===== config.mk =====
export PLATFORM = sky130hd
export DESIGN_NAME = stable_priority_queue
export DESIGN_NICKNAME = d
export VERILOG_FILES = /design/src/rtl/core/spq_pkg.sv /design/src/rtl/core/spq_ram.sv /design/src/rtl/core/stable_priority_queue.sv
export SDC_FILE = /design/constraint.sdc
export NUM_CORES = 1
export LEC_CHECK = 0
export ABC_CLOCK_PERIOD_IN_PS = 7300
export BUFFER_PORTS_ARGS = -buffer_cell sky130_fd_sc_hd__buf_4
export CAP_MARGIN = 25
export CORE_MARGIN = 2
export CORE_UTILIZATION = 60
export CTS_BUF_LIST = sky130_fd_sc_hd__clkbuf_16
export CTS_CLUSTER_SIZE = 24
export DETAILED_ROUTE_END_ITERATION = 10
export PLACE_DENSITY = 0.86
export SYNTH_ARGS = -nofsm -noshare
export SYNTH_HDL_FRONTEND = slang
export SYNTH_SLANG_ARGS = --single-unit

===== constraint.sdc =====
create_clock -name clk -period 7.3 [get_ports clk]
set_clock_uncertainty 0.15 [all_clocks]
set_input_delay 0 -clock clk [delete_from_list [all_inputs] [get_ports clk]]
set_output_delay 0 -clock clk [all_outputs]
set_load 0.1 [all_outputs]

===== src/rtl/core/spq_pkg.sv =====
// Package for the stable priority queue: sizes, entry layout, status and
// operation codes. No dependencies; used by every file under rtl/core but spq_ram.
`default_nettype none

package spq_pkg;

  // Queue depth and the widths that follow from it
  localparam int DEPTH = 16;
  localparam int IDX_W = (DEPTH > 1) ? $clog2(DEPTH) : 1;
  localparam int CNT_W = $clog2(DEPTH + 1);

  // Fixed field widths
  localparam int ITEM_W  = 16;
  localparam int KIND_W  = 8;
  localparam int PRIO_W  = 32;
  localparam int STAT_W  = 2;
  localparam int OCNT_W  = 5;

  // Operation codes
  localparam logic OP_INSERT = 1'b0;
  localparam logic OP_REMOVE = 1'b1;

  // Result status codes
  localparam logic [STAT_W-1:0] ST_OK     = 2'd0;
  localparam logic [STAT_W-1:0] ST_REJECT = 2'd1;
  localparam logic [STAT_W-1:0] ST_FULL   = 2'd2;
  localparam logic [STAT_W-1:0] ST_EMPTY  = 2'd3;

  // One queued entry as held in the store
  typedef struct packed {
    logic [ITEM_W-1:0]        item;
    logic [KIND_W-1:0]        kind;
    logic signed [PRIO_W-1:0] prio;
  } entry_t;

  localparam int ENTRY_W = $bits(entry_t);

endpackage

`default_nettype wire


===== src/rtl/core/spq_ram.sv =====
// Generic simple dual-port RAM: one write port, one read port, registered read.
// No dependencies.
`default_nettype none

module spq_ram #(
  parameter int WIDTH = 8,
  parameter int DEPTH = 16
) (
  input  wire logic                                  clk,
  input  wire logic                                  we,
  input  wire logic [((DEPTH > 1) ? $clog2(DEPTH) : 1)-1:0] waddr,
  input  wire logic [WIDTH-1:0]                      wdata,
  input  wire logic [((DEPTH > 1) ? $clog2(DEPTH) : 1)-1:0] raddr,
  output logic      [WIDTH-1:0]                      rdata
);

  logic [WIDTH-1:0] mem [DEPTH];

  // Write and registered read
  always_ff @(posedge clk) begin
    if (we) begin
      mem[waddr] <= wdata;
    end
    rdata <= mem[raddr];
  end

endmodule

`default_nettype wire


===== src/rtl/core/stable_priority_queue.sv =====
// Top level of the stable priority queue: sequencer, entry store and result register.
// Depends on spq_pkg and spq_ram.
`default_nettype none

// Bounded min-first priority queue of up to spq_pkg::DEPTH entries, kept sorted
// in a RAM; equal priorities leave in arrival order. One operation is taken at a
// time and in_stall stays high until its result is registered. Each operation
// is paced by the single read and single write port of the entry RAM: one pass
// reads every queued entry through one priority/handle comparator, and a second
// pass moves the entries behind the insert or remove slot by one place. Rejected
// inserts and removes from an empty queue finish after the scan or at once.
// The result sits in an output register, so the next operation can start while
// it waits to be taken.
module stable_priority_queue (
  input  wire logic                                  clk,
  input  wire logic                                  rst_n,
  input  wire logic                                  in_valid,
  output logic                                       in_stall,
  input  wire logic                                  in_op,
  input  wire logic [spq_pkg::ITEM_W-1:0]            in_item_id,
  input  wire logic [spq_pkg::KIND_W-1:0]            in_kind,
  input  wire logic signed [spq_pkg::PRIO_W-1:0]     in_priority_req,
  output logic                                       out_valid,
  input  wire logic                                  out_stall,
  output logic [spq_pkg::STAT_W-1:0]                 out_status,
  output logic [spq_pkg::OCNT_W-1:0]                 out_count,
  output logic [spq_pkg::ITEM_W-1:0]                 out_item_id,
  output logic [spq_pkg::KIND_W-1:0]                 out_kind,
  output logic signed [spq_pkg::PRIO_W-1:0]          out_priority
);

  localparam logic [2:0] S_IDLE  = 3'd0;
  localparam logic [2:0] S_SCAN  = 3'd1;
  localparam logic [2:0] S_SHIFT = 3'd2;
  localparam logic [2:0] S_INS   = 3'd3;
  localparam logic [2:0] S_RM0   = 3'd4;
  localparam logic [2:0] S_RMSH  = 3'd5;
  localparam logic [2:0] S_DONE  = 3'd6;

  localparam int IW = spq_pkg::IDX_W;
  localparam int CW = spq_pkg::CNT_W;

  // Control state
  logic [2:0]    state_r, state_nxt;
  logic [CW-1:0] cnt_r, cnt_nxt;
  logic          out_valid_r, out_valid_nxt;

  // Working registers
  spq_pkg::entry_t             new_r, new_nxt;
  logic [IW-1:0]               idx_r, idx_nxt;
  logic [IW-1:0]               pos_r, pos_nxt;
  logic                        found_r, found_nxt;
  logic                        dup_r, dup_nxt;
  logic [spq_pkg::STAT_W-1:0]  res_status_r, res_status_nxt;
  spq_pkg::entry_t             res_entry_r, res_entry_nxt;

  // Output register
  logic [spq_pkg::STAT_W-1:0]      out_status_r, out_status_nxt;
  logic [spq_pkg::OCNT_W-1:0]      out_count_r, out_count_nxt;
  spq_pkg::entry_t                 out_entry_r, out_entry_nxt;

  // RAM port
  logic            ram_we;
  logic [IW-1:0]   ram_waddr;
  logic [IW-1:0]   ram_raddr;
  spq_pkg::entry_t ram_wdata;
  spq_pkg::entry_t ram_rdata;
  logic [spq_pkg::ENTRY_W-1:0] ram_rdata_raw;

  // Shared comparator results
  logic          hit;
  logic          gt;
  logic          dup_now;
  logic          last;
  logic          full;
  logic [CW-1:0] cnt_m1;

  spq_ram #(
    .WIDTH (spq_pkg::ENTRY_W),
    .DEPTH (spq_pkg::DEPTH)
  ) u_ram (
    .clk   (clk),
    .we    (ram_we),
    .waddr (ram_waddr),
    .wdata (ram_wdata),
    .raddr (ram_raddr),
    .rdata (ram_rdata_raw)
  );

  assign ram_rdata = spq_pkg::entry_t'(ram_rdata_raw);

  // One handle compare and one signed priority compare, used every scan cycle
  assign hit     = (ram_rdata.item == new_r.item);
  assign gt      = ($signed(ram_rdata.prio) > $signed(new_r.prio));
  assign dup_now = dup_r | hit;
  assign cnt_m1  = cnt_r - CW'(1);
  assign last    = (CW'(idx_r) == cnt_m1);
  assign full    = (cnt_r == CW'(spq_pkg::DEPTH));

  assign in_stall     = (state_r != S_IDLE);
  assign out_valid    = out_valid_r;
  assign out_status   = out_status_r;
  assign out_count    = out_count_r;
  assign out_item_id  = out_entry_r.item;
  assign out_kind     = out_entry_r.kind;
  assign out_priority = out_entry_r.prio;

  // Sequencer
  always_comb begin
    state_nxt      = state_r;
    cnt_nxt        = cnt_r;
    out_valid_nxt  = out_valid_r;
    new_nxt        = new_r;
    idx_nxt        = idx_r;
    pos_nxt        = pos_r;
    found_nxt      = found_r;
    dup_nxt        = dup_r;
    res_status_nxt = res_status_r;
    res_entry_nxt  = res_entry_r;
    out_status_nxt = out_status_r;
    out_count_nxt  = out_count_r;
    out_entry_nxt  = out_entry_r;
    ram_we         = 1'b0;
    ram_waddr      = idx_r;
    ram_wdata      = ram_rdata;
    ram_raddr      = '0;

    // Drop the held result once taken
    if (out_valid_r && !out_stall) begin
      out_valid_nxt = 1'b0;
    end

    case (state_r)
      S_IDLE: begin
        if (in_valid) begin
          new_nxt.item   = in_item_id;
          new_nxt.kind   = in_kind;
          new_nxt.prio   = in_priority_req;
          res_status_nxt = spq_pkg::ST_OK;
          res_entry_nxt  = '0;
          idx_nxt        = '0;
          pos_nxt        = '0;
          found_nxt      = 1'b0;
          dup_nxt        = 1'b0;
          ram_raddr      = '0;
          if (in_op == spq_pkg::OP_REMOVE) begin
            if (cnt_r == '0) begin
              res_status_nxt = spq_pkg::ST_EMPTY;
              state_nxt      = S_DONE;
            end else begin
              state_nxt = S_RM0;
            end
          end else if (in_item_id == '0) begin
            res_status_nxt = spq_pkg::ST_REJECT;
            state_nxt      = S_DONE;
          end else if (cnt_r == '0) begin
            state_nxt = S_INS;
          end else begin
            state_nxt = S_SCAN;
          end
        end
      end

      // Look for a duplicate handle and the first entry with a larger priority value
      S_SCAN: begin
        dup_nxt = dup_now;
        if (!found_r && gt) begin
          found_nxt = 1'b1;
          pos_nxt   = idx_r;
        end
        if (last) begin
          if (dup_now) begin
            res_status_nxt = spq_pkg::ST_REJECT;
            state_nxt      = S_DONE;
          end else if (full) begin
            res_status_nxt = spq_pkg::ST_FULL;
            state_nxt      = S_DONE;
          end else if (!(found_r || gt)) begin
            pos_nxt   = IW'(cnt_r);
            state_nxt = S_INS;
          end else begin
            pos_nxt   = found_r ? pos_r : idx_r;
            idx_nxt   = IW'(cnt_m1);
            ram_raddr = IW'(cnt_m1);
            state_nxt = S_SHIFT;
          end
        end else begin
          idx_nxt   = idx_r + IW'(1);
          ram_raddr = idx_r + IW'(1);
        end
      end

      // Move entries from the tail down to the insert slot up by one
      S_SHIFT: begin
        ram_we    = 1'b1;
        ram_waddr = idx_r + IW'(1);
        ram_wdata = ram_rdata;
        if (idx_r == pos_r) begin
          state_nxt = S_INS;
        end else begin
          idx_nxt   = idx_r - IW'(1);
          ram_raddr = idx_r - IW'(1);
        end
      end

      // Store the new entry
      S_INS: begin
        ram_we    = 1'b1;
        ram_waddr = pos_r;
        ram_wdata = new_r;
        cnt_nxt   = cnt_r + CW'(1);
        state_nxt = S_DONE;
      end

      // Capture the head entry
      S_RM0: begin
        res_entry_nxt = ram_rdata;
        if (cnt_r == CW'(1)) begin
          cnt_nxt   = '0;
          state_nxt = S_DONE;
        end else begin
          idx_nxt   = IW'(1);
          ram_raddr = IW'(1);
          state_nxt = S_RMSH;
        end
      end

      // Move the remaining entries down by one
      S_RMSH: begin
        ram_we    = 1'b1;
        ram_waddr = idx_r - IW'(1);
        ram_wdata = ram_rdata;
        if (last) begin
          cnt_nxt   = cnt_m1;
          state_nxt = S_DONE;
        end else begin
          idx_nxt   = idx_r + IW'(1);
          ram_raddr = idx_r + IW'(1);
        end
      end

      // Hand the result to the output register when it is free
      S_DONE: begin
        if (!out_valid_r || !out_stall) begin
          out_valid_nxt  = 1'b1;
          out_status_nxt = res_status_r;
          out_count_nxt  = spq_pkg::OCNT_W'(cnt_r);
          out_entry_nxt  = res_entry_r;
          state_nxt      = S_IDLE;
        end
      end

      default: begin
        state_nxt = S_IDLE;
      end
    endcase
  end

  // Control registers
  always_ff @(posedge clk) begin
    if (!rst_n) begin
      state_r     <= S_IDLE;
      cnt_r       <= '0;
      out_valid_r <= 1'b0;
    end else begin
      state_r     <= state_nxt;
      cnt_r       <= cnt_nxt;
      out_valid_r <= out_valid_nxt;
    end
  end

  // Payload registers
  always_ff @(posedge clk) begin
    new_r        <= new_nxt;
    idx_r        <= idx_nxt;
    pos_r        <= pos_nxt;
    found_r      <= found_nxt;
    dup_r        <= dup_nxt;
    res_status_r <= res_status_nxt;
    res_entry_r  <= res_entry_nxt;
    out_status_r <= out_status_nxt;
    out_count_r  <= out_count_nxt;
    out_entry_r  <= out_entry_nxt;
  end

endmodule

`default_nettype wire


== Word-level counts from Yosys, hierarchy flattened ==
Memories as Yosys holds them, arrays and structs flattened. A register that Yosys moved wholly into a read port is not among the register bits.
Cells that the tools add are included.
Word-level totals
  RAM bits: 896
  output and inout bits: 65
  input bits: 61
  word-level logic and storage cells: 141
  memory bits (read-only): 0
  bits in latches: 0
  bits in registers: 196
  memories kept: 1
Operators by class
  multipliers: 0
  bitwise gates (word level): 1
  reduce and logical (&&, ||, !) cells: 26
  add/sub/neg operators: 4
  equal/unequal tests: 26
  shifts and indexed selects: 0
  order comparisons: 1
  multiplexer cells: 63
  divide/modulo/power cells: 0
Memory list
  u_ram.mem: words 16, width 56, rd ports 1, clocked after memory_dff 1, write ports 1, RTL line spq_ram.sv:17  | logic [WIDTH-1:0] mem [DEPTH];
Operator list (number)
  $mux 56: 2
  $pmux 56 s2: 1
  $mux 4: 20
  $gt 32x32->1: 1
  $mux 3: 9
  $pmux 3 s7: 1
  $ne 2x2->1 const B: 10
  $pmux 4 s5: 1
  $mux 2: 9
  $eq 16x16->1: 1
  $logic_not 16->1: 1
  $pmux 4 s4: 1
  $pmux 5 s3: 1
  $ne 3x3->1 const B: 4
  $pmux 4 s3: 1
  $mux 1: 11
  $mux 5: 2
  $eq 3x3->1 const B: 3
  $reduce_and 3->1: 3
  $pmux 4 s2: 1
  $reduce_and 2->1: 4
  $reduce_and 8->1: 1
  $eq 3x2->1 const B: 2
  $ne 6x6->1 const B: 1
  23 further kinds: 30

== Logic depth before layout (Yosys ltp) ==
  depth in word-level cells: 7
  depth in mapped cells: 17
  mapped depth without buffers: 12

== Modules after synthesis ==
From an unflattened synthesis, not the netlist that was laid out.
Second synthesis, totals
  cells, all modules: 2204
  area total of the unflattened synthesis: 44046.0 sq um
By module, submodules not included
  spq_ram: instances 1, cells each 1445, area an instance 34678.3 sq um, sequential area each 28026.9 sq um
  stable_priority_queue: instances 1, cells each 759, area an instance 9367.7 sq um, sequential area each 5795.6 sq um

== Least setup slack after synthesis ==
OpenSTA, ideal clock, no wires.
  kind: reg-to-reg
  from: register state_r[0]
  to: register res_entry_r[0] (netlist bit) (enable)
  stages on the path, launching flop included: 5
  path buffers: 3
  path slack: 1.747 ns
  arrival: 4.855 ns
  data required time: 6.603 ns
  setup time: 0.547 ns
  period minus slack after synthesis: 5.553 ns
  cells stage by stage: dfxtp_1 -> clkbuf_1 -> clkbuf_1 -> clkbuf_1 -> o21ai_0
Between the ends
  word-level cells in the longest chain between the ends: 3
  elaborated cells on any way between the ends: 5
  those cells by class: eq/ne (2); reduce/logical (3)
Ends and longest elaborated chain
  start, declared: RTL line stable_priority_queue.sv:44  | logic [2:0] state_r, state_nxt;
  start signal, assigned: RTL line stable_priority_queue.sv:266  | state_r <= state_nxt;
  $eq 3x3->1 or $logic_not 3->1 (tied branches): RTL line stable_priority_queue.sv:133  | case (state_r)
  $reduce_bool 2->1 (no line) or $ne 2x2->1 (tied branches)
  $reduce_and 2->1 (no line) *
  end signal, assigned: RTL line stable_priority_queue.sv:280  | res_entry_r <= res_entry_nxt;
  end, declared: RTL line stable_priority_queue.sv:55  | spq_pkg::entry_t res_entry_r, res_entry_nxt;
Mark *: on every way between the ends. The rest lies on a longest branch, timed or not.
A chain may end at the register's enable or synchronous reset.

== Worst setup path in the final report ==
  from: register new_r[30] (netlist bit)
  to: register u_ram.rdata[18], read port of u_ram.mem
Between the ends
  word-level cells in the longest chain between the ends: 7
Ends and longest elaborated chain
  start, declared: RTL line stable_priority_queue.sv:49  | spq_pkg::entry_t new_r, new_nxt;
  start signal, assigned: RTL line stable_priority_queue.sv:274  | new_r <= new_nxt;
  $gt 32x32->1: RTL line stable_priority_queue.sv:94  | assign gt = ($signed(ram_rdata.prio) > $signed(new_r.prio));
  $logic_or 1x1->1: RTL line stable_priority_queue.sv:178  | end else if (!(found_r || gt)) begin
  $mux 4: RTL line stable_priority_queue.sv:178
  $mux 4: RTL line stable_priority_queue.sv:175  | end else if (full) begin
  $mux 4: RTL line stable_priority_queue.sv:172  | if (dup_now) begin
  $mux 4: RTL line stable_priority_queue.sv:171  | if (last) begin
  $pmux 4 s4: RTL line stable_priority_queue.sv:133
  end, declared: RTL line spq_ram.sv:14  | output logic [WIDTH-1:0] rdata
No other way between the ends.

==> impl_metrics.json <==
{
  "synthesis.nets": 3031,
  "cts_hold_buf": 118,
  "dr_wl_met2_microns": 55740,
  "die_w_microns": 279.4,
  "yosys_most_used_dff": "edfxtp_1",
  "drv_slew": 0,
  "cts_root_buf": "clkbuf_16",
  "core_sq_um": 74820,
  "syn_inst": 2932,
  "yosys.area_share.simple": 0.07161,
  "cts.clk_slew.worst_paths_ns": 0.06,
  "num_rows": 100,
  "yosys_warnings": 0,
  "path_class": "flop to flop",
  "cts_max_path_buffers": 3,
  "die_area_sq_um": 78050,
  "postCtsResizedCells": 0,
  "max_slew_margin": 0.2494,
  "crit_top_cell": "o31a_1",
  "fillCellCount": 4310,
  "hold_class": "primary input to flop",
  "synth_xor_area_frac": 0.006600,
  "grt_pass1_wl_microns": 169700,
  "initial_core_util": 0.6081,
  "synth_edf_count": 1083,
  "arrival_ns": 6.03,
  "vias": 28085,
  "final_common_cell": "edfxtp_1",
  "h-tree-depth": 3,
  "setup_tns_ns": 0,
  "crit_path_start_kind": "flop",
  "cp.required_ns": 7.76,
  "wl_microns": 115100,
  "synthArstFlopShare": 0,
  "routed.top_layer": "met5",
  "wl_per_cell_microns": 27.10,
  "portBuffers": 125,
  "syn_avg_cell_area_sq_um": 15.52,
  "maxCapViolations": 0,
  "syn_area_sq_um": 45500,
  "met1_length_microns": 41440,
  "synthMuxAreaShare": 0.07064,
  "synth_top_cell_by_area": "edfxtp_1",
  "yosysSeqAreaShare": 0.7434,
  "gp_congestion": 0.9243,
  "finalSetupViolCount": 0,
  "final.period_utilization": 0.7640,
  "n_antenna_cell": 0,
  "final-hold-violation-count": 0,
  "nets": 3288,
  "synth_compound_area_frac": 0.07491,
  "synth_cell_types": 73,
  "ys_ff_latch": 1148,
  "place_ws_ns": 2.006,
  "clock_latency_ns": 0.70,
  "die_h_microns": 279.4,
  "firstDrtPassIters": 8,
  "dpl.cell_count": 3928,
  "post-dp-hpwl_microns": 59010,
  "grt_overflow_total": 0,
  "first_global_vias": 28342,
  "antenna_found_initial": 1,
  "min_period_ns": 5.577,
  "route.detailed.drc": 0,
  "clock.fmax_ghz": 0.1793,
  "synth_top_area_frac": 0.7148,
  "r2r_slack_ns": 1.72,
  "synth_fa_ha_area_frac": 0.01045,
  "cts_tree": "done",
  "leakage_uw": 0.01887,
  "io_pins": 126,
  "path_cells": "inv_1 > ha_1 > nand4_1 > nor4bb_2 > o31a_1 > o31a_1 > nor2_1 > o41ai_2 > nand2_2 > buf_12 > o32ai_1 > a221o_1",
  "grt.total_usage": 0.2917,
  "critPathMaxStageDelay_ns": 1.04,
  "cts_setup_buffers": 0,
  "vdd_drop_max_mv": 0.4296,
  "ys_top_cells_by_area": "edfxtp_1 (71%), mux2i_1 (5.1%), nand2_1 (3.4%)",
  "grt_start_max_net_pins": 118,
  "clock_sinks": 1148,
  "p_per_area_nw_per_um2": 468.5,
  "rsz0062_at_grt": "no",
  "synth_top_family_by_area": "compound AO/OA/AOI/OAI gates",
  "slowest_stage": "nor4bb_2",
  "outcome": "complete, no violations",
  "instances_no_fill": 4247,
  "final_cell_mix": "edfxtp_1 (1083), nand2_1 (408), mux2i_1 (230)",
  "wl_met3_microns": 12750,
  "critPathCaptureType": "flop",
  "drt-initial-drc-count": 4170,
  "crit_fanout": 30,
  "fin_ws_ns": 1.723,
  "drtAntennaViolNets": 0,
  "worst_pin_slew_ns": 1.110,
  "vias_per_cell": 6.613,
  "numCtsBuffers": 106,
  "drive_gt1_frac": 0.1507,
  "area_growth_syn_to_layout_pct": 15.71
}
[cells in the mapped netlist (3+ instances only)]
master / instances
edfxtp_1: 1083
o21ai_1: 4
nor4_1: 9
buf_4: 15
xnor2_1: 6
buf_1: 11
clkbuf_1: 83
o31ai_1: 3
o32ai_1: 57
and2_1: 60
a22oi_1: 115
a31oi_1: 4
nand2_1: 411
nand2b_1: 6
mux2i_1: 230
a221oi_1: 4
o21ai_0: 48
mux2_2: 81
nand4_1: 6
xor2_1: 23
o21a_1: 4
nor2b_1: 8
o211ai_1: 4
buf_6: 6
inv_1: 45
ha_1: 38
dfxtp_1: 65
o22ai_1: 9
nor3_1: 5
nor2_1: 46
a21oi_1: 142
a21boi_0: 3
nor3b_1: 6
o22a_1: 4
a22o_1: 3
a221o_1: 57
and3_1: 114
buf_2: 63
nand3_1: 8
[worst paths after layout]
check / start / endpoint / cells past startpoint
hold / removal: rst_n / cnt_r[0] / 3
setup reg to reg: new_r[30] / u_ram.rdata[18] / 12
hold reg to reg: res_entry_r[51] / out_item_id[11] / 0
setup / recovery: new_r[30] / u_ram.rdata[18] / 12
[where the power goes]
group	switching (uW)	total (uW)	internal [uW]	leakage (uW)
clock	2410	5620	3200	0.00177
sequential	525	9850	9320	0.0104
combinational	6060	9210	3150	0.00670
[critical path, delay by kind of cell, from the launching register on]
family,cells,cell delay [ns]
compound gates,5,1.81
fa+ha+maj,1,0.35
buf+inv,2,0.53
flops,1,0.33
simple gates,4,2.31
[metal layers]
metal  vias to the layer above  global-route usage
li1                      11767                   -
met1                     13808              0.3803
met2                      2142              0.4738
met3                       366             0.05329
met4                         2              0.1514
met5                         -                   0
[layout make-up]
type	instances	area (sq um)	area share
Tap cell	969	1212	0.02303
Multi-Input combinational cell	1560	10860	0.2063
Clock inverter	90	857.1	0.01628
Timing Repair Buffer	327	3045	0.05784
Clock buffer	107	2678	0.05086
Inverter	46	172.7	0.003280
Sequential cell	1148	33820	0.6424
[cells by family (layout without fill, tap and decap cells)]
kind of cell    Yosys count  count (layout)
fa+ha+maj                38              38
flops                  1148            1148
xor+xnor                 31              31
simple gates            697             697
compound gates          483             483
buf+inv                 224             570
mux                     311             311
[metrics by stage]
step,hold WS (ns),power (uW),instance area [sq um],utilization
after floorplan,-0.05113,16030,45500,-
after global placement,0.03015,18060,47700,0.6375
after detailed placement,0.03041,18630,47850,0.6395
after CTS,0.002894,24370,52560,0.7025
after global routing,0.04600,25530,52650,0.7037
final,0.02984,24670,52650,0.7037
[flip-flops by register name (all words and copies together), names as in the netlist]
register,count
cnt_r,5
pos_r,4
out_item_id,16
out_count,5
out_kind,8
out_status,2
found_r,1
out_priority,32
dup_r,1
res_entry_r,56
new_r,56
idx_r,4
state_r,3
res_status_r,2
u_ram.mem,896
out_valid,1
u_ram.rdata,56
Note: power is estimated with default switching activity, not from simulation.
